<file path="src/hdl/footprint_tile_enumerator_macros.svh">
// Assertion macros shared by the footprint tile enumerator RTL
// Expects clk_i and rst_ni in the scope where a macro is used
`ifndef FOOTPRINT_TILE_ENUMERATOR_MACROS_SVH
`define FOOTPRINT_TILE_ENUMERATOR_MACROS_SVH

// same-cycle implication, disabled during reset
`define FTE_ASSERT_IMP(label, ante, cons, msg) \
  label: assert property (@(posedge clk_i) disable iff (!rst_ni) (ante) |-> (cons)) \
    else $error(msg);

// next-cycle implication, disabled during reset
`define FTE_ASSERT_NEXT(label, ante, cons, msg) \
  label: assert property (@(posedge clk_i) disable iff (!rst_ni) (ante) |=> (cons)) \
    else $error(msg);

`endif

</file>
<file path="src/hdl/ftile_pkg.sv">
// Shared constants, codes and width helpers of the footprint tile enumerator
// No dependencies
`timescale 1ns / 1ps

package ftile_pkg;

  // default values of the top-level parameters
  localparam int GRID_MAX_DEF  = 64;
  localparam int MAX_SPAN_DEF  = 8;
  localparam int FRAC_BITS_DEF = 8;

  // fixed field widths
  localparam int ID_W    = 16;
  localparam int COORD_W = 16;
  localparam int TILE_W  = 6;
  localparam int CFG_W   = 7;
  localparam int CFG_IDX_W = 1;

  // doubled coordinate plus extent plus rounding term, signed
  localparam int DBL_W = 19;

  // entries of the job queue between front and back
  localparam int QUEUE_DEPTH = 2;

  // configuration register indexes
  localparam logic [CFG_IDX_W-1:0] CFG_GRID_WIDTH  = 1'b0;
  localparam logic [CFG_IDX_W-1:0] CFG_GRID_HEIGHT = 1'b1;

  typedef enum logic {
    SHAPE_CIRCLE = 1'b0,
    SHAPE_RECT   = 1'b1
  } shape_e;

  // tile column/row index width inside the grid
  function automatic int coord_w(input int grid_max);
    return $clog2(grid_max);
  endfunction

  // width that holds a grid size up to grid_max
  function automatic int gcount_w(input int grid_max);
    return $clog2(grid_max + 1);
  endfunction

  // signed tile position width (bounding box before grid clipping)
  function automatic int tpos_w(input int grid_max, input int frac_bits);
    int a;
    int b;
    a = DBL_W - frac_bits;
    b = gcount_w(grid_max) + 2;
    return (a > b) ? a : b;
  endfunction

  // unsigned extent / distance magnitude width, doubled units
  function automatic int mag_w(input int frac_bits);
    return frac_bits + 3;
  endfunction

  // packed job word passed from front to back
  function automatic int job_width(input int grid_max, input int frac_bits);
    return 1 + ID_W + 2 * DBL_W + 4 * coord_w(grid_max) + 2 * tpos_w(grid_max, frac_bits)
           + 2 * mag_w(frac_bits);
  endfunction

endpackage

</file>
<file path="src/hdl/ftile_if.sv">
// Valid/ready channel interfaces for footprint words and tile words
// Depends on ftile_pkg
`timescale 1ns / 1ps

interface ftile_item_if;
  import ftile_pkg::*;

  logic                      valid;
  logic                      ready;
  logic [ID_W-1:0]           entity_id;
  logic                      shape_kind;
  logic signed [COORD_W-1:0] center_x;
  logic signed [COORD_W-1:0] center_y;
  logic signed [COORD_W-1:0] size_x;
  logic signed [COORD_W-1:0] size_y;

  modport source (
    output valid, entity_id, shape_kind, center_x, center_y, size_x, size_y,
    input  ready
  );
  modport sink (
    input  valid, entity_id, shape_kind, center_x, center_y, size_x, size_y,
    output ready
  );
endinterface

interface ftile_tile_if;
  import ftile_pkg::*;

  logic              valid;
  logic              ready;
  logic [TILE_W-1:0] tile_x;
  logic [TILE_W-1:0] tile_y;
  logic [ID_W-1:0]   owner_id;
  logic              in_occupation;
  logic              in_center_grid;
  logic              last_tile;

  modport source (
    output valid, tile_x, tile_y, owner_id, in_occupation, in_center_grid, last_tile,
    input  ready
  );
  modport sink (
    input  valid, tile_x, tile_y, owner_id, in_occupation, in_center_grid, last_tile,
    output ready
  );
endinterface

</file>
<file path="src/hdl/footprint_tile_enumerator.sv">
// Footprint tile enumerator: circle or rectangle footprint in, touched tiles out.
// Channels: item_i takes one footprint word (valid/ready); tile_o gives one word
// per touched in-grid tile, in row order, last_tile set on the final one.
// An item whose box misses the grid, or an empty grid, gives no word at all.
// Configuration: cfg_we_i writes grid_width (index 0) or grid_height (index 1);
// write only while the block is idle.
// Throughput: the scanner tests one candidate tile per cycle unless stalled, so
// an item takes one test per in-grid tile in its span-limited bounding box,
// from 1 to MAX_SPAN*MAX_SPAN tests. The front end works on
// the next item meanwhile, with a two-entry job queue in between.
// Path: input register, job queue, test, held and output registers; each word
// waits for the next hit or the end of its box, so it knows if it is the last.
// Reset clears the grid size to zero and empties all stages.
// A stalled receiver holds tile_o steady and backs up into the scanner, queue
// and finally item_i.ready; nothing is dropped.
// Depends on ftile_pkg, ftile_if, ftile_front, ftile_queue and ftile_back
`timescale 1ns / 1ps

module footprint_tile_enumerator #(
  parameter int GRID_MAX  = ftile_pkg::GRID_MAX_DEF,
  parameter int MAX_SPAN  = ftile_pkg::MAX_SPAN_DEF,
  parameter int FRAC_BITS = ftile_pkg::FRAC_BITS_DEF
) (
  input  logic                            clk_i,
  input  logic                            rst_ni,
  input  logic                            cfg_we_i,
  input  logic [ftile_pkg::CFG_IDX_W-1:0] cfg_idx_i,
  input  logic [ftile_pkg::CFG_W-1:0]     cfg_data_i,
  ftile_item_if.sink                      item_i,
  ftile_tile_if.source                    tile_o
);
  import ftile_pkg::*;

  localparam int JOB_W = job_width(GRID_MAX, FRAC_BITS);

  logic [CFG_W-1:0] grid_width_q, grid_width_d;
  logic [CFG_W-1:0] grid_height_q, grid_height_d;

  logic             fj_valid, fj_ready, bj_valid, bj_ready;
  logic [JOB_W-1:0] fj_data, bj_data;

  // configuration registers
  always_comb begin
    grid_width_d  = grid_width_q;
    grid_height_d = grid_height_q;
    if (cfg_we_i) begin
      case (cfg_idx_i)
        CFG_GRID_WIDTH:  grid_width_d  = cfg_data_i;
        CFG_GRID_HEIGHT: grid_height_d = cfg_data_i;
        default:         ;
      endcase
    end
  end

  always_ff @(posedge clk_i or negedge rst_ni) begin
    if (!rst_ni) begin
      grid_width_q  <= '0;
      grid_height_q <= '0;
    end else begin
      grid_width_q  <= grid_width_d;
      grid_height_q <= grid_height_d;
    end
  end

  // footprint setup
  ftile_front #(
    .GRID_MAX  (GRID_MAX),
    .MAX_SPAN  (MAX_SPAN),
    .FRAC_BITS (FRAC_BITS)
  ) u_front (
    .clk_i         (clk_i),
    .rst_ni        (rst_ni),
    .grid_width_i  (grid_width_q),
    .grid_height_i (grid_height_q),
    .item_i        (item_i),
    .job_valid_o   (fj_valid),
    .job_ready_i   (fj_ready),
    .job_o         (fj_data)
  );

  // job queue
  ftile_queue #(
    .W     (JOB_W),
    .DEPTH (QUEUE_DEPTH)
  ) u_queue (
    .clk_i       (clk_i),
    .rst_ni      (rst_ni),
    .in_valid_i  (fj_valid),
    .in_ready_o  (fj_ready),
    .in_data_i   (fj_data),
    .out_valid_o (bj_valid),
    .out_ready_i (bj_ready),
    .out_data_o  (bj_data)
  );

  // tile scanner
  ftile_back #(
    .GRID_MAX  (GRID_MAX),
    .FRAC_BITS (FRAC_BITS)
  ) u_back (
    .clk_i       (clk_i),
    .rst_ni      (rst_ni),
    .job_valid_i (bj_valid),
    .job_ready_o (bj_ready),
    .job_i       (bj_data),
    .tile_o      (tile_o)
  );

endmodule

</file>
<file path="src/hdl/ftile_front.sv">
// Front end: registers a footprint word, clamps its size, derives the clipped
// tile box, rounded center and squared radius, and pushes a job word.
// Depends on ftile_pkg and ftile_if
`timescale 1ns / 1ps

module ftile_front #(
  parameter int GRID_MAX  = ftile_pkg::GRID_MAX_DEF,
  parameter int MAX_SPAN  = ftile_pkg::MAX_SPAN_DEF,
  parameter int FRAC_BITS = ftile_pkg::FRAC_BITS_DEF
) (
  input  logic                                  clk_i,
  input  logic                                  rst_ni,
  input  logic [ftile_pkg::CFG_W-1:0]           grid_width_i,
  input  logic [ftile_pkg::CFG_W-1:0]           grid_height_i,
  ftile_item_if.sink                            item_i,
  output logic                                  job_valid_o,
  input  logic                                  job_ready_i,
  output logic [ftile_pkg::job_width(GRID_MAX, FRAC_BITS)-1:0] job_o
);
  import ftile_pkg::*;

  localparam int CW   = coord_w(GRID_MAX);
  localparam int GW_W = gcount_w(GRID_MAX);
  localparam int TW   = tpos_w(GRID_MAX, FRAC_BITS);
  localparam int MW   = mag_w(FRAC_BITS);
  localparam int SH   = FRAC_BITS + 1;
  localparam int RECT_MAX = (MAX_SPAN - 2) << FRAC_BITS;
  localparam int RAD_MAX  = RECT_MAX / 2;
  localparam logic signed [DBL_W-1:0] ONE_D    = DBL_W'(1) << FRAC_BITS;
  localparam logic signed [DBL_W-1:0] ONE_M1_D = ONE_D - DBL_W'(1);
  localparam logic signed [TW-1:0]    SPAN_M1  = TW'(MAX_SPAN - 1);
  localparam logic [FRAC_BITS-1:0]    HALF     = FRAC_BITS'(1) << (FRAC_BITS - 1);

  typedef struct packed {
    logic                    rect;
    logic [ID_W-1:0]         id;
    logic signed [DBL_W-1:0] c2x;
    logic signed [DBL_W-1:0] c2y;
    logic [CW-1:0]           xs;
    logic [CW-1:0]           xe;
    logic [CW-1:0]           ys;
    logic [CW-1:0]           ye;
    logic signed [TW-1:0]    rx;
    logic signed [TW-1:0]    ry;
    logic [2*MW-1:0]         r2;
  } job_t;

  // clamp a signed size to 0..lim
  function automatic logic [MW-1:0] clamp_size(input logic signed [COORD_W-1:0] s,
                                               input int lim);
    logic [MW-1:0] r;
    if (s < 0) begin
      r = '0;
    end else if (int'(s) > lim) begin
      r = MW'(lim);
    end else begin
      r = MW'(s);
    end
    return r;
  endfunction

  // round a Q center to the nearest tile, ties to even
  function automatic logic signed [TW-1:0] round_even(input logic signed [COORD_W-1:0] c);
    logic signed [TW-1:0] q;
    logic [FRAC_BITS-1:0] rem;
    q   = TW'(c >>> FRAC_BITS);
    rem = c[FRAC_BITS-1:0];
    if (rem > HALF || (rem == HALF && q[0])) begin
      q = q + TW'(1);
    end
    return q;
  endfunction

  logic                      iv_q, iv_d;
  logic [ID_W-1:0]           id_q;
  logic                      rect_q;
  logic signed [COORD_W-1:0] cx_q, cy_q, sx_q, sy_q;

  logic                    accept, drain, empty_box;
  logic [MW-1:0]           ex, ey, rad2;
  logic signed [DBL_W-1:0] c2x, c2y, exs, eys;
  logic signed [DBL_W-1:0] lo_x, hi_x, lo_y, hi_y;
  logic signed [TW-1:0]    x0, x1, y0, y1, x1c, y1c;
  logic signed [TW-1:0]    xs_t, xe_t, ys_t, ye_t, gw_lim, gh_lim;
  logic [GW_W-1:0]         gwe, ghe;
  job_t                    job_d;

  // input stage handshake
  assign drain        = empty_box || job_ready_i;
  assign item_i.ready = !iv_q || drain;
  assign accept       = item_i.valid && item_i.ready;
  assign job_valid_o  = iv_q && !empty_box;

  always_comb begin
    iv_d = iv_q;
    if (accept) begin
      iv_d = 1'b1;
    end else if (drain) begin
      iv_d = 1'b0;
    end
  end

  always_ff @(posedge clk_i or negedge rst_ni) begin
    if (!rst_ni) begin
      iv_q <= 1'b0;
    end else begin
      iv_q <= iv_d;
    end
  end

  always_ff @(posedge clk_i) begin
    if (accept) begin
      id_q   <= item_i.entity_id;
      rect_q <= (item_i.shape_kind == SHAPE_RECT);
      cx_q   <= item_i.center_x;
      cy_q   <= item_i.center_y;
      sx_q   <= item_i.size_x;
      sy_q   <= item_i.size_y;
    end
  end

  // extents in doubled units: full size for rectangles, diameter for circles
  assign rad2 = MW'(clamp_size(sx_q, RAD_MAX) << 1);
  assign ex   = rect_q ? clamp_size(sx_q, RECT_MAX) : rad2;
  assign ey   = rect_q ? clamp_size(sy_q, RECT_MAX) : rad2;
  assign exs  = DBL_W'(ex);
  assign eys  = DBL_W'(ey);
  assign c2x  = DBL_W'(cx_q) <<< 1;
  assign c2y  = DBL_W'(cy_q) <<< 1;
  assign lo_x = c2x - exs;
  assign hi_x = c2x + exs;
  assign lo_y = c2y - eys;
  assign hi_y = c2y + eys;

  // tile bounding box: ceil on the low side, floor on the high side
  assign x0 = TW'((lo_x + ONE_M1_D) >>> SH);
  assign x1 = TW'((hi_x + ONE_D) >>> SH);
  assign y0 = TW'((lo_y + ONE_M1_D) >>> SH);
  assign y1 = TW'((hi_y + ONE_D) >>> SH);

  // span limit, then clip to the grid
  assign x1c = (x1 > x0 + SPAN_M1) ? x0 + SPAN_M1 : x1;
  assign y1c = (y1 > y0 + SPAN_M1) ? y0 + SPAN_M1 : y1;

  assign gwe    = (int'(grid_width_i) > GRID_MAX) ? GW_W'(GRID_MAX) : GW_W'(grid_width_i);
  assign ghe    = (int'(grid_height_i) > GRID_MAX) ? GW_W'(GRID_MAX) : GW_W'(grid_height_i);
  assign gw_lim = TW'(gwe) - TW'(1);
  assign gh_lim = TW'(ghe) - TW'(1);

  assign xs_t = (x0 < 0) ? '0 : x0;
  assign ys_t = (y0 < 0) ? '0 : y0;
  assign xe_t = (x1c > gw_lim) ? gw_lim : x1c;
  assign ye_t = (y1c > gh_lim) ? gh_lim : y1c;

  // an empty grid makes the limit negative, so it empties the box too
  assign empty_box = (xs_t > xe_t) || (ys_t > ye_t);

  // job word
  always_comb begin
    job_d.rect = rect_q;
    job_d.id   = id_q;
    job_d.c2x  = c2x;
    job_d.c2y  = c2y;
    job_d.xs   = CW'(xs_t);
    job_d.xe   = CW'(xe_t);
    job_d.ys   = CW'(ys_t);
    job_d.ye   = CW'(ye_t);
    job_d.rx   = round_even(cx_q);
    job_d.ry   = round_even(cy_q);
    job_d.r2   = (2 * MW)'(rad2) * (2 * MW)'(rad2);
  end

  assign job_o = job_d;

endmodule

</file>
<file path="src/hdl/ftile_queue.sv">
// Small register queue between the front end and the tile scanner
// Depends on ftile_pkg (queue depth default) and the assertion macro header
`timescale 1ns / 1ps
`include "footprint_tile_enumerator_macros.svh"

module ftile_queue #(
  parameter int W     = 8,
  parameter int DEPTH = ftile_pkg::QUEUE_DEPTH
) (
  input  logic         clk_i,
  input  logic         rst_ni,
  input  logic         in_valid_i,
  output logic         in_ready_o,
  input  logic [W-1:0] in_data_i,
  output logic         out_valid_o,
  input  logic         out_ready_i,
  output logic [W-1:0] out_data_o
);
  localparam int PW    = (DEPTH > 1) ? $clog2(DEPTH) : 1;
  localparam int CNT_W = $clog2(DEPTH + 1);
  localparam logic [PW-1:0]    PTR_LAST = PW'(DEPTH - 1);
  localparam logic [CNT_W-1:0] CNT_FULL = CNT_W'(DEPTH);

  logic [W-1:0]     mem_q [DEPTH];
  logic [PW-1:0]    wp_q, wp_d, rp_q, rp_d;
  logic [CNT_W-1:0] count_q, count_d;
  logic             push, pop;

  assign in_ready_o  = (count_q != CNT_FULL);
  assign out_valid_o = (count_q != '0);
  assign out_data_o  = mem_q[rp_q];
  assign push        = in_valid_i && in_ready_o;
  assign pop         = out_valid_o && out_ready_i;

  // pointers and fill count
  always_comb begin
    wp_d    = wp_q;
    rp_d    = rp_q;
    count_d = count_q;
    if (push) begin
      wp_d = (wp_q == PTR_LAST) ? '0 : wp_q + PW'(1);
    end
    if (pop) begin
      rp_d = (rp_q == PTR_LAST) ? '0 : rp_q + PW'(1);
    end
    case ({push, pop})
      2'b10:   count_d = count_q + CNT_W'(1);
      2'b01:   count_d = count_q - CNT_W'(1);
      default: count_d = count_q;
    endcase
  end

  always_ff @(posedge clk_i or negedge rst_ni) begin
    if (!rst_ni) begin
      wp_q    <= '0;
      rp_q    <= '0;
      count_q <= '0;
    end else begin
      wp_q    <= wp_d;
      rp_q    <= rp_d;
      count_q <= count_d;
    end
  end

  // storage
  always_ff @(posedge clk_i) begin
    if (push) begin
      mem_q[wp_q] <= in_data_i;
    end
  end

  `FTE_ASSERT_IMP(a_q_count_bound, 1'b1, count_q <= CNT_FULL, "queue count beyond depth")
  `FTE_ASSERT_NEXT(a_q_ptr_gap, count_q == '0 && !push, wp_q == rp_q, "queue pointers apart when empty")

endmodule

</file>
<file path="src/hdl/ftile_back.sv">
// Back end: scans one job's clipped tile box a tile per cycle unless stalled,
// tests circle distance, holds one hit back so the last one gets last_tile.
// Depends on ftile_pkg, ftile_if and the assertion macro header
`timescale 1ns / 1ps
`include "footprint_tile_enumerator_macros.svh"

module ftile_back #(
  parameter int GRID_MAX  = ftile_pkg::GRID_MAX_DEF,
  parameter int FRAC_BITS = ftile_pkg::FRAC_BITS_DEF
) (
  input  logic                                  clk_i,
  input  logic                                  rst_ni,
  input  logic                                  job_valid_i,
  output logic                                  job_ready_o,
  input  logic [ftile_pkg::job_width(GRID_MAX, FRAC_BITS)-1:0] job_i,
  ftile_tile_if.source                          tile_o
);
  import ftile_pkg::*;

  localparam int CW = coord_w(GRID_MAX);
  localparam int TW = tpos_w(GRID_MAX, FRAC_BITS);
  localparam int MW = mag_w(FRAC_BITS);
  localparam int SH = FRAC_BITS + 1;
  localparam int EW = (DBL_W > CW + FRAC_BITS + 3) ? DBL_W : CW + FRAC_BITS + 3;
  localparam logic signed [EW-1:0] ONE_E = EW'(1) << FRAC_BITS;

  typedef struct packed {
    logic                    rect;
    logic [ID_W-1:0]         id;
    logic signed [DBL_W-1:0] c2x;
    logic signed [DBL_W-1:0] c2y;
    logic [CW-1:0]           xs;
    logic [CW-1:0]           xe;
    logic [CW-1:0]           ys;
    logic [CW-1:0]           ye;
    logic signed [TW-1:0]    rx;
    logic signed [TW-1:0]    ry;
    logic [2*MW-1:0]         r2;
  } job_t;

  // distance from a center to the closest point of a tile edge interval
  function automatic logic [MW-1:0] gap(input logic signed [EW-1:0] c,
                                        input logic signed [EW-1:0] lo,
                                        input logic signed [EW-1:0] hi);
    logic [MW-1:0] r;
    if (c < lo) begin
      r = MW'(lo - c);
    end else if (c > hi) begin
      r = MW'(c - hi);
    end else begin
      r = '0;
    end
    return r;
  endfunction

  job_t job;
  assign job = job_i;

  // scan stage
  logic          run_q, run_d;
  logic [CW-1:0] sx_q, sx_d, sy_q, sy_d;
  logic [CW-1:0] cur_x, cur_y;
  logic          cand_fire, cand_last, cand_ctr;
  logic signed [EW-1:0] c2x_e, c2y_e, sminx, smaxx, sminy, smaxy;
  logic [MW-1:0] cand_dx, cand_dy;

  // test stage
  logic            tv_q, tv_d;
  logic [CW-1:0]   t_x_q, t_y_q;
  logic [ID_W-1:0] t_id_q;
  logic            t_rect_q, t_ctr_q, t_last_q;
  logic [MW-1:0]   t_dx_q, t_dy_q;
  logic [2*MW-1:0] t_r2_q;
  logic [2*MW:0]   t_dsum;
  logic            t_hit, t_fire, t_free;

  // held hit and output word
  logic            hv_q, hv_d, h_final_q, h_final_d;
  logic [CW-1:0]   h_x_q, h_y_q;
  logic [ID_W-1:0] h_id_q;
  logic            h_cg_q;
  logic            held_move, held_load;
  logic            ov_q, ov_d;
  logic [CW-1:0]   o_x_q, o_y_q;
  logic [ID_W-1:0] o_id_q;
  logic            o_cg_q, o_last_q;
  logic            out_free;

  // candidate tile and its circle gaps
  assign cur_x     = run_q ? sx_q : job.xs;
  assign cur_y     = run_q ? sy_q : job.ys;
  assign cand_last = (cur_x == job.xe) && (cur_y == job.ye);
  assign cand_fire = job_valid_i && t_free;
  assign job_ready_o = cand_fire && cand_last;

  assign c2x_e = EW'($signed(job.c2x));
  assign c2y_e = EW'($signed(job.c2y));
  assign sminx = (EW'(cur_x) << SH) - ONE_E;
  assign smaxx = (EW'(cur_x) << SH) + ONE_E;
  assign sminy = (EW'(cur_y) << SH) - ONE_E;
  assign smaxy = (EW'(cur_y) << SH) + ONE_E;
  assign cand_dx  = gap(c2x_e, sminx, smaxx);
  assign cand_dy  = gap(c2y_e, sminy, smaxy);
  assign cand_ctr = (TW'(cur_x) == job.rx) && (TW'(cur_y) == job.ry);

  // row-order walk over the box
  always_comb begin
    run_d = run_q;
    sx_d  = sx_q;
    sy_d  = sy_q;
    if (cand_fire) begin
      if (cand_last) begin
        run_d = 1'b0;
      end else begin
        run_d = 1'b1;
        if (cur_x == job.xe) begin
          sx_d = job.xs;
          sy_d = cur_y + CW'(1);
        end else begin
          sx_d = cur_x + CW'(1);
          sy_d = cur_y;
        end
      end
    end
  end

  // hit test: every box tile touches a rectangle; a circle needs the distance
  assign t_dsum = (2 * MW + 1)'(t_dx_q) * (2 * MW + 1)'(t_dx_q)
                + (2 * MW + 1)'(t_dy_q) * (2 * MW + 1)'(t_dy_q);
  assign t_hit  = t_rect_q || (t_dsum <= (2 * MW + 1)'(t_r2_q));

  // held hit leaves when the next hit arrives or its job has ended
  assign out_free  = !ov_q || tile_o.ready;
  assign held_move = hv_q && out_free && (h_final_q || (tv_q && t_hit));
  assign t_fire    = tv_q && (!t_hit || !hv_q || held_move);
  assign t_free    = !tv_q || t_fire;
  assign held_load = t_fire && t_hit;

  always_comb begin
    tv_d = tv_q;
    if (t_free) begin
      tv_d = cand_fire;
    end
  end

  always_comb begin
    hv_d      = hv_q;
    h_final_d = h_final_q;
    if (held_load) begin
      hv_d      = 1'b1;
      h_final_d = t_last_q;
    end else if (held_move) begin
      hv_d      = 1'b0;
    end else if (t_fire && t_last_q && hv_q && !h_final_q) begin
      h_final_d = 1'b1;
    end
  end

  always_comb begin
    ov_d = ov_q;
    if (held_move) begin
      ov_d = 1'b1;
    end else if (tile_o.ready) begin
      ov_d = 1'b0;
    end
  end

  // control registers
  always_ff @(posedge clk_i or negedge rst_ni) begin
    if (!rst_ni) begin
      run_q     <= 1'b0;
      tv_q      <= 1'b0;
      hv_q      <= 1'b0;
      h_final_q <= 1'b0;
      ov_q      <= 1'b0;
    end else begin
      run_q     <= run_d;
      tv_q      <= tv_d;
      hv_q      <= hv_d;
      h_final_q <= h_final_d;
      ov_q      <= ov_d;
    end
  end

  // scan position and data registers
  always_ff @(posedge clk_i) begin
    sx_q <= sx_d;
    sy_q <= sy_d;
    if (cand_fire) begin
      t_x_q    <= cur_x;
      t_y_q    <= cur_y;
      t_id_q   <= job.id;
      t_rect_q <= job.rect;
      t_ctr_q  <= cand_ctr;
      t_last_q <= cand_last;
      t_dx_q   <= cand_dx;
      t_dy_q   <= cand_dy;
      t_r2_q   <= job.r2;
    end
    if (held_load) begin
      h_x_q  <= t_x_q;
      h_y_q  <= t_y_q;
      h_id_q <= t_id_q;
      h_cg_q <= t_rect_q || t_ctr_q;
    end
    if (held_move) begin
      o_x_q    <= h_x_q;
      o_y_q    <= h_y_q;
      o_id_q   <= h_id_q;
      o_cg_q   <= h_cg_q;
      o_last_q <= h_final_q;
    end
  end

  // output word
  assign tile_o.valid          = ov_q;
  assign tile_o.tile_x         = TILE_W'(o_x_q);
  assign tile_o.tile_y         = TILE_W'(o_y_q);
  assign tile_o.owner_id       = o_id_q;
  assign tile_o.in_occupation  = 1'b1;
  assign tile_o.in_center_grid = o_cg_q;
  assign tile_o.last_tile      = o_last_q;

  `FTE_ASSERT_IMP(a_rect_always_hits, tv_q && t_rect_q, t_hit, "rectangle box tile missed")
  `FTE_ASSERT_IMP(a_scan_in_box, run_q, job_valid_i && sx_q <= job.xe && sy_q <= job.ye,
                  "scan position outside job box")
  `FTE_ASSERT_NEXT(a_final_held, hv_q && h_final_q && !out_free, hv_q && h_final_q,
                   "final held word lost under stall")

endmodule
</file>
<file path="src/flat_wrapper.sv">
// flat-port wrapper written by rule: the top's interface ports become plain ports
module footprint_tile_enumerator_flat import ftile_pkg::*;
#(
  parameter int GRID_MAX  = ftile_pkg::GRID_MAX_DEF,
  parameter int MAX_SPAN  = ftile_pkg::MAX_SPAN_DEF,
  parameter int FRAC_BITS = ftile_pkg::FRAC_BITS_DEF
)
  (clk_i, rst_ni, cfg_we_i, cfg_idx_i, cfg_data_i, item_i_valid, item_i_entity_id, item_i_shape_kind, item_i_center_x, item_i_center_y, item_i_size_x, item_i_size_y, item_i_ready, tile_o_valid, tile_o_tile_x, tile_o_tile_y, tile_o_owner_id, tile_o_in_occupation, tile_o_in_center_grid, tile_o_last_tile, tile_o_ready);
  ftile_item_if item_i_i ();
  ftile_tile_if tile_o_i ();
  input  logic clk_i;
  input  logic rst_ni;
  input  logic cfg_we_i;
  input  logic [ftile_pkg::CFG_IDX_W-1:0] cfg_idx_i;
  input  logic [ftile_pkg::CFG_W-1:0] cfg_data_i;
  input wire logic [$bits(item_i_i.valid)-1:0] item_i_valid;
  input wire logic [$bits(item_i_i.entity_id)-1:0] item_i_entity_id;
  input wire logic [$bits(item_i_i.shape_kind)-1:0] item_i_shape_kind;
  input wire logic [$bits(item_i_i.center_x)-1:0] item_i_center_x;
  input wire logic [$bits(item_i_i.center_y)-1:0] item_i_center_y;
  input wire logic [$bits(item_i_i.size_x)-1:0] item_i_size_x;
  input wire logic [$bits(item_i_i.size_y)-1:0] item_i_size_y;
  output wire logic [$bits(item_i_i.ready)-1:0] item_i_ready;
  output wire logic [$bits(tile_o_i.valid)-1:0] tile_o_valid;
  output wire logic [$bits(tile_o_i.tile_x)-1:0] tile_o_tile_x;
  output wire logic [$bits(tile_o_i.tile_y)-1:0] tile_o_tile_y;
  output wire logic [$bits(tile_o_i.owner_id)-1:0] tile_o_owner_id;
  output wire logic [$bits(tile_o_i.in_occupation)-1:0] tile_o_in_occupation;
  output wire logic [$bits(tile_o_i.in_center_grid)-1:0] tile_o_in_center_grid;
  output wire logic [$bits(tile_o_i.last_tile)-1:0] tile_o_last_tile;
  input wire logic [$bits(tile_o_i.ready)-1:0] tile_o_ready;
  assign item_i_i.valid = item_i_valid;
  assign item_i_i.entity_id = item_i_entity_id;
  assign item_i_i.shape_kind = item_i_shape_kind;
  assign item_i_i.center_x = item_i_center_x;
  assign item_i_i.center_y = item_i_center_y;
  assign item_i_i.size_x = item_i_size_x;
  assign item_i_i.size_y = item_i_size_y;
  assign item_i_ready = item_i_i.ready;
  assign tile_o_valid = tile_o_i.valid;
  assign tile_o_tile_x = tile_o_i.tile_x;
  assign tile_o_tile_y = tile_o_i.tile_y;
  assign tile_o_owner_id = tile_o_i.owner_id;
  assign tile_o_in_occupation = tile_o_i.in_occupation;
  assign tile_o_in_center_grid = tile_o_i.in_center_grid;
  assign tile_o_last_tile = tile_o_i.last_tile;
  assign tile_o_i.ready = tile_o_ready;
  footprint_tile_enumerator #(.GRID_MAX(GRID_MAX), .MAX_SPAN(MAX_SPAN), .FRAC_BITS(FRAC_BITS)) u_core (.clk_i(clk_i), .rst_ni(rst_ni), .cfg_we_i(cfg_we_i), .cfg_idx_i(cfg_idx_i), .cfg_data_i(cfg_data_i), .item_i(item_i_i), .tile_o(tile_o_i));
endmodule
</file>
<file path="config.mk">
export PLATFORM = sky130hd
export DESIGN_NAME = footprint_tile_enumerator_flat
export DESIGN_NICKNAME = d
export VERILOG_FILES = /design/src/hdl/ftile_pkg.sv /design/src/hdl/ftile_if.sv /design/src/hdl/footprint_tile_enumerator.sv /design/src/hdl/ftile_front.sv /design/src/hdl/ftile_queue.sv /design/src/hdl/ftile_back.sv /design/src/flat_wrapper.sv
export VERILOG_INCLUDE_DIRS = /design/src /design/src/hdl
export SDC_FILE = /design/constraint.sdc
export NUM_CORES = 1
export LEC_CHECK = 0
export BUFFER_PORTS_ARGS = -buffer_cell sky130_fd_sc_hd__buf_4
export CAP_MARGIN = 0
export CELL_PAD_IN_SITES_DETAIL_PLACEMENT = 0
export CELL_PAD_IN_SITES_GLOBAL_PLACEMENT = 1
export CORE_MARGIN = 2
export CORE_UTILIZATION = 55
export CTS_CLUSTER_DIAMETER = 60
export DETAILED_ROUTE_END_ITERATION = 10
export GPL_TIMING_DRIVEN = 0
export HOLD_SLACK_MARGIN = 0.05
export MAX_ROUTING_LAYER = met4
export PLACE_DENSITY_LB_ADDON = 0.1
export SLEW_MARGIN = 15
export SYNTH_ARGS = -nofsm -noshare
export SYNTH_HDL_FRONTEND = slang
export SYNTH_SLANG_ARGS = --single-unit
export TNS_END_PERCENT = 5
</file>
<file path="constraint.sdc">
create_clock -name clk_i -period 49.2 [get_ports clk_i]
set_clock_uncertainty 0.1 [all_clocks]
set_input_delay 14.76 -clock clk_i [delete_from_list [all_inputs] [get_ports clk_i]]
set_output_delay 14.76 -clock clk_i [all_outputs]
set_load 0.02 [all_outputs]
</file>
==> results.toml, run 1 <==
[yosys]
synth_top_family_by_area = "adder cells"
ys_seq_area_share_pct = 42.34
yosysWarnings = 0
synth-seq-cells = 466
synth_edf_count = 442
async_flop_share_pct = 5.150
synth_simple_gate_area_share_pct = 10.43
synth_largest_area_cell = "edfxtp_1"
syn_area_um2 = 32770
synthAdderAreaFrac_pct = 24.28
synth.avg_cell_area_um2 = 11.53
synth_xor_area_share_pct = 4.315
synth_top_area_share_pct = 40.51
synth_compound_area_share_pct = 8.351
synth_cells = 2841
synthTopCellsByArea = "edfxtp_1, ha_1, fa_1"
synth_ff_type = "edfxtp_1"
yosys-mux-area-fraction_pct = 5.044
synthDistinctLibCells = 89

[hold_path]
min-delay-path-class = "register to register"

[clocking]
post_cts.repair.setup_buffers = 0
htreeDepth = 2
insertion_delay_ns = 0.61
postCtsResizedCells = 0
cts-root-buf = "clkbuf_16"
cts.sinks = 466
tritoncts = "built"
cts-buffers-inserted = 48
cts_max_path_buffers = 3
cts-hold-fix-buffers = 0
clk_pin_slew_ns = 0.06

[worst_setup_path]
crit_buf_inv = 9
crit_path_top_delay_cell = "nor3_1"
cp-end-kind = "output port"
r2r_slack_ns = 33.43
critical_path.max_stage_delay_ns = 0.65
critPathMaxFanout = 10
critPathTopFamily = "compound AO/OA/AOI/OAI gates"
worst-setup-path-type = "register to output port"
cp-start-kind = "register"
cp.required_ns = 34.34
path_common_cell = "ha_1"
crit_arrival_ns = 14.90

[routing]
wl_um = 75360
viasPerCell = 5.584
drt_iter0_markers = 1334
dr_total_vias = 21480
wl_per_cell_um = 19.59
postRouteAntennaNets = 0
dr.pass1.iters = 5
remaining_drc_errors = 0

[layout]
drive_gt1_share_pct = 11.52
finalNetCount = 3653
diodes = 0
final_cell_count_no_fill = 3847
syn2layout_area_growth_pct = 12.33
fillers = 4658
multi_input_area_um2 = 17250
seq_area_um2 = 13870

[timing]
min_period_ns = 29.76
rsz0062_at_grt = "false"
finalSetupTns_ns = 0
fmax_mhz = 33.61
worstMarginPinSlew_ns = 1.210
finalCritPeriodShare_pct = 60.48
finalSetupViolCount = 0
slew_headroom_pct = 17.05
slew_viol_final = 0
hold_viol_final = 0
fin_ws_ns = 19.44

[placed_design]
dp_slack_ns = 20.24
hpwl_um = 60190
placed_cells = 3757
routabilityCongestion = 0.9237
numPortBuffers = 125

[die]
rows = 89
die-area_um2 = 61540
start_util_pct = 55.62
die_w_um = 248.1
io_pins = 127
die_h_um = 248.1
core-area_um2 = 58910

[global_route]
grt_max_degree = 30
grt_usage_pct = 26.06
antenna_found_initial = 0
grt_overflow_total = 0
grt_pass1_vias = 22140
grt_pass1_wl_um = 119900

[status]
status = "finished clean"

[job]
cap_violations = 0
[final timing paths]
kind / from / cells after the start / end
max reg2reg: u_core.u_front.sx_q[0] / 68 / u_core.u_queue.mem_q[1][105]
max: u_core.u_front.sx_q[0] / 65 / item_i_ready
min in group asynchronous: rst_ni / 1 / u_core.u_queue.count_q[0]
min reg2reg: u_core.u_back.h_id_q[0] / 0 / u_core.u_back.tile_o.owner_id[0]
min: u_core.u_back.h_id_q[0] / 0 / u_core.u_back.tile_o.owner_id[0]
max in group asynchronous: rst_ni / 1 / u_core.grid_height_q[1]
[placed cells by master, fill, tap and decap left out, drive strengths merged, types with 87 or more instances in the layout]
master,Yosys,layout
o21ai,91,91
xnor2,119,119
inv,389,392
nor2,151,151
buf,12,154
ha,346,346
fa,179,179
nand2,135,135
clkbuf,51,111
edfxtp,442,442
a21oi,116,116
mux2,87,87
[cell usage after synthesis (31+ instances only)]
cell / n
nor2_1: 150
inv_1: 389
xor2_1: 39
nand2b_1: 33
and3_1: 31
nor2b_1: 35
nand3_1: 55
edfxtp_1: 442
mux2i_1: 65
clkbuf_1: 51
ha_1: 346
a21o_1: 52
mux2_2: 87
a21oi_1: 116
and2_1: 81
o21ai_0: 89
nor3_1: 34
xnor2_1: 118
nand2_1: 135
nand4_1: 33
fa_1: 179
[layout make-up]
| class | count | area share (%) |
|---|---|---|
| timing repair buffer | 142 | 3.576 |
| tap | 773 | 2.628 |
| buffer | 63 | 0.6765 |
| clock buffer | 60 | 3.549 |
| sequential | 466 | 37.69 |
| multi-input combinational | 1924 | 46.87 |
| inverter | 389 | 3.967 |
| clock inverter | 30 | 1.040 |
[per-stage QoR]
step	cell area (um2)	hold WS, ns	utilization (%)
CTS	36800	0.3184	62.46
floorplan	32770	0.3003	-
global placement	34680	0.3009	58.86
detailed placement	35110	0.3045	59.60
finish	36810	0.3149	62.48
global route	36810	0.3228	62.48
[state kept, by name, summed over array words and instances (netlist names), 6 cells and up]
| register | count |
|---|---|
| u_core.u_back.t_dx_q | 10 |
| u_core.u_back.h_id_q | 16 |
| u_core.u_front.cx_q | 16 |
| u_core.u_front.sy_q | 16 |
| u_core.u_back.t_dy_q | 10 |
| u_core.u_front.sx_q | 16 |
| u_core.u_back.t_y_q | 6 |
| u_core.u_back.h_y_q | 6 |
| u_core.u_back.tile_o.tile_x | 6 |
| u_core.grid_width_q | 7 |
| u_core.u_back.t_x_q | 6 |
| u_core.u_back.t_r2_q | 19 |
| u_core.u_back.sy_q | 6 |
| u_core.u_back.sx_q | 6 |
| u_core.u_back.tile_o.owner_id | 16 |
| u_core.u_queue.mem_q | 220 |
| u_core.u_back.tile_o.tile_y | 6 |
| u_core.u_back.t_id_q | 16 |
| u_core.u_front.cy_q | 16 |
| u_core.u_front.id_q | 16 |
| u_core.u_back.h_x_q | 6 |
| u_core.grid_height_q | 7 |
[metal layers]
metal	track usage, %	wire, um
met3	2.543	3284
met4	5.601	1363
met5	-	0
met1	36.21	35290
met2	41.90	35420
[cell families after synthesis]
group,Yosys count
and+or+nand+nor,665
adders and majority gates,529
DFF,466
buffers and inverters,452
AOI/OAI and AO/OA,415
xor gates and xnor gates,159
muxes,153
other,2
Power of run 1 is left out: the tool's default activity adds up to more than one toggle a clock period on the data nets, which glitch-free logic cannot reach.
==> inputs of run 2 (changes only) <==
--- a/config.mk
+++ b/config.mk
@@ -11,7 +11,7 @@
 export CELL_PAD_IN_SITES_DETAIL_PLACEMENT = 0
 export CELL_PAD_IN_SITES_GLOBAL_PLACEMENT = 1
 export CORE_MARGIN = 2
-export CORE_UTILIZATION = 55
+export CORE_UTILIZATION = 52
 export CTS_CLUSTER_DIAMETER = 60
 export DETAILED_ROUTE_END_ITERATION = 10
 export GPL_TIMING_DRIVEN = 0
==> constraint.sdc (replaced) <==
create_clock -name clk_i -period 31.1 [get_ports clk_i]
set_clock_uncertainty 0.1 [all_clocks]
set_input_delay 9.33 -clock clk_i [delete_from_list [all_inputs] [get_ports clk_i]]
set_output_delay 9.33 -clock clk_i [all_outputs]
set_load 0.02 [all_outputs]
==> run 2 against run 1 <==
First-iteration DRC count stayed put. Final cell count is 2.0% higher. Die area is 5.7% higher. Clock-buffer cell count is 4 higher. Critical path depth stayed put. Non-clock buffer count is 1 lower. Global-route usage is 1.8 points lower. Largest cell class unchanged. Highest routed layer unchanged.
==> results.toml, run 2 (synthesis gave the netlist of run 1 again) <==
[status]
status = "finished clean"

[clocking]
postCtsResizedCells = 0
htreeDepth = 2
cts_max_path_buffers = 3
cts-root-buf = "clkbuf_16"
tritoncts = "built"
clk_pin_slew_ns = 0.06
cts.sinks = 466
cts-hold-fix-buffers = 0
cts-buffers-inserted = 52
post_cts.repair.setup_buffers = 0
insertion_delay_ns = 0.61

[hold_path]
min-delay-path-class = "register to register"

[global_route]
use_met1_pct = 34.36
antenna_found_initial = 0
busiest_layer = "met2"
grt_overflow_total = 0
grt_usage_pct = 24.27
grt_pass1_wl_um = 117900
grt.met2_usage_pct = 38.32
grt_pass1_vias = 21450
grt.met3_usage_pct = 2.583
grt_max_degree = 32

[worst_setup_path]
worst-setup-path-type = "register to output port"
cp-start-kind = "register"
crit_arrival_ns = 14.90
crit_path_top_delay_cell = "nor3_1"
critical_path.max_stage_delay_ns = 0.64
path_common_cell = "ha_1"
cp.required_ns = 21.67
critPathMaxFanout = 10
cp-end-kind = "output port"

[layout]
seq_area_um2 = 13870
largest_register_ffs = 220
largest_register = "u_core.u_queue.mem_q"
multi_input_area_um2 = 17250
syn2layout_area_growth_pct = 12.40
largest_registers = "u_core.u_queue.mem_q: 220 flops, u_core.u_back.t_r2_q: 19 flops"
drive_gt1_share_pct = 11.40
mostFrequentLayoutCell = "edfxtp_1"
fillers = 5198
final_cell_mix = "edfxtp_1, inv_1, ha_1, fa_1, nor2_1"
finalNetCount = 3656
diodes = 0
final_util_pct = 58.71

[die]
die_w_um = 255.0
core-area_um2 = 62740
die-area_um2 = 65040
die_h_um = 255.0
io_pins = 127
rows = 92
start_util_pct = 52.23

[routing]
viasPerCell = 5.443
wl_per_cell_um = 19.10
wl_um = 74940
drt_iter0_markers = 1334
postRouteAntennaNets = 0
dr_total_vias = 21360
remaining_drc_errors = 0
dr.pass1.iters = 5

[job]
cap_violations = 0

[timing]
slew_viol_final = 0
finalSetupTns_ns = 0
slew_headroom_pct = 15.04
finalCritPeriodShare_pct = 78.22
hold_viol_final = 0
min_period_ns = 24.33
worstMarginPinSlew_ns = 1.239
rsz0062_at_grt = "false"
fmax_mhz = 41.11
finalSetupViolCount = 0

[placed_design]
hpwl_um = 59860
numPortBuffers = 125
routabilityCongestion = 0.8923
[run 2: cell types whose count changed in the layout (fill, tap and decap cells not counted), moves of 2 or more]
cell,delta
bufinv_16,-3
clkbuf_1,+5
clkbuf_16,+5
clkbuf_8,-6
clkinv_1,+2
clkinv_16,-3
clkinv_2,+3
clkinv_4,-2
clkinvlp_4,-3
inv_16,+2
inv_6,+3
[run 2: area by class of cell]
| cell class | count | share of cell area (%) |
|---|---|---|
| plain buffers | 63 | 0.6760 |
| clock buffers | 64 | 3.713 |
| clock inverters | 31 | 0.7576 |
| inverters | 389 | 3.965 |
| multi-input cells | 1924 | 46.85 |
| flip-flops and latches | 466 | 37.67 |
| well taps | 846 | 2.874 |
| repair buffers | 141 | 3.499 |
[run 2: worst paths after layout]
kind,start,slack (ns),end,cells after the start
worst max register to register,u_core.u_front.sx_q[6],15.15,u_core.u_queue.mem_q[1][13],69
max in group asynchronous,rst_ni,22.05,u_core.grid_width_q[6],1
worst min register to register,u_core.u_back.h_id_q[1],0.32,u_core.u_back.tile_o.owner_id[1],0
worst max-delay path,u_core.u_front.sx_q[6],6.77,item_i_ready,65
worst min-delay path,u_core.u_back.h_id_q[1],0.32,u_core.u_back.tile_o.owner_id[1],0
min in group asynchronous,rst_ni,8.54,u_core.u_back.tile_o.valid,1
[run 2: routing by layer]
metal / wire length [um] / part of all wire [%] / vias up
met5: 0 / 0 / -
met3: 3351 / 4.5 / 78
met2: 35120 / 47 / 454
met1: 35230 / 47 / 10460
met4: 1230 / 1.6 / 0
li1: - / - / 10370
[run 2: worst max-delay path, delay by kind of cell (launching register included)]
family | cells | cell delay, ns
AOI/OAI and AO/OA | 26 | 5.31
xor gates and xnor gates | 1 | 0.23
adders and majority gates | 7 | 1.98
buffers and inverters | 9 | 1.85
DFF | 1 | 0.54
muxes | 2 | 0.60
and+or+nand+nor | 20 | 3.78
[run 2: per-stage QoR]
step | instances | hold WS [ns] | setup slack (ns) | cell area [um2]
global route | 3924 | 0.3208 | 5.575 | 36830
global placement | 3813 | 0.3020 | 7.893 | 34770
CTS | 3924 | 0.3181 | 6.855 | 36830
detailed placement | 3829 | 0.3045 | 7.550 | 35180
finish | 3924 | 0.3158 | 6.773 | 36830
floorplan | 2842 | 0.3003 | 10.17 | 32770
Power of run 2 is left out for the same reason.
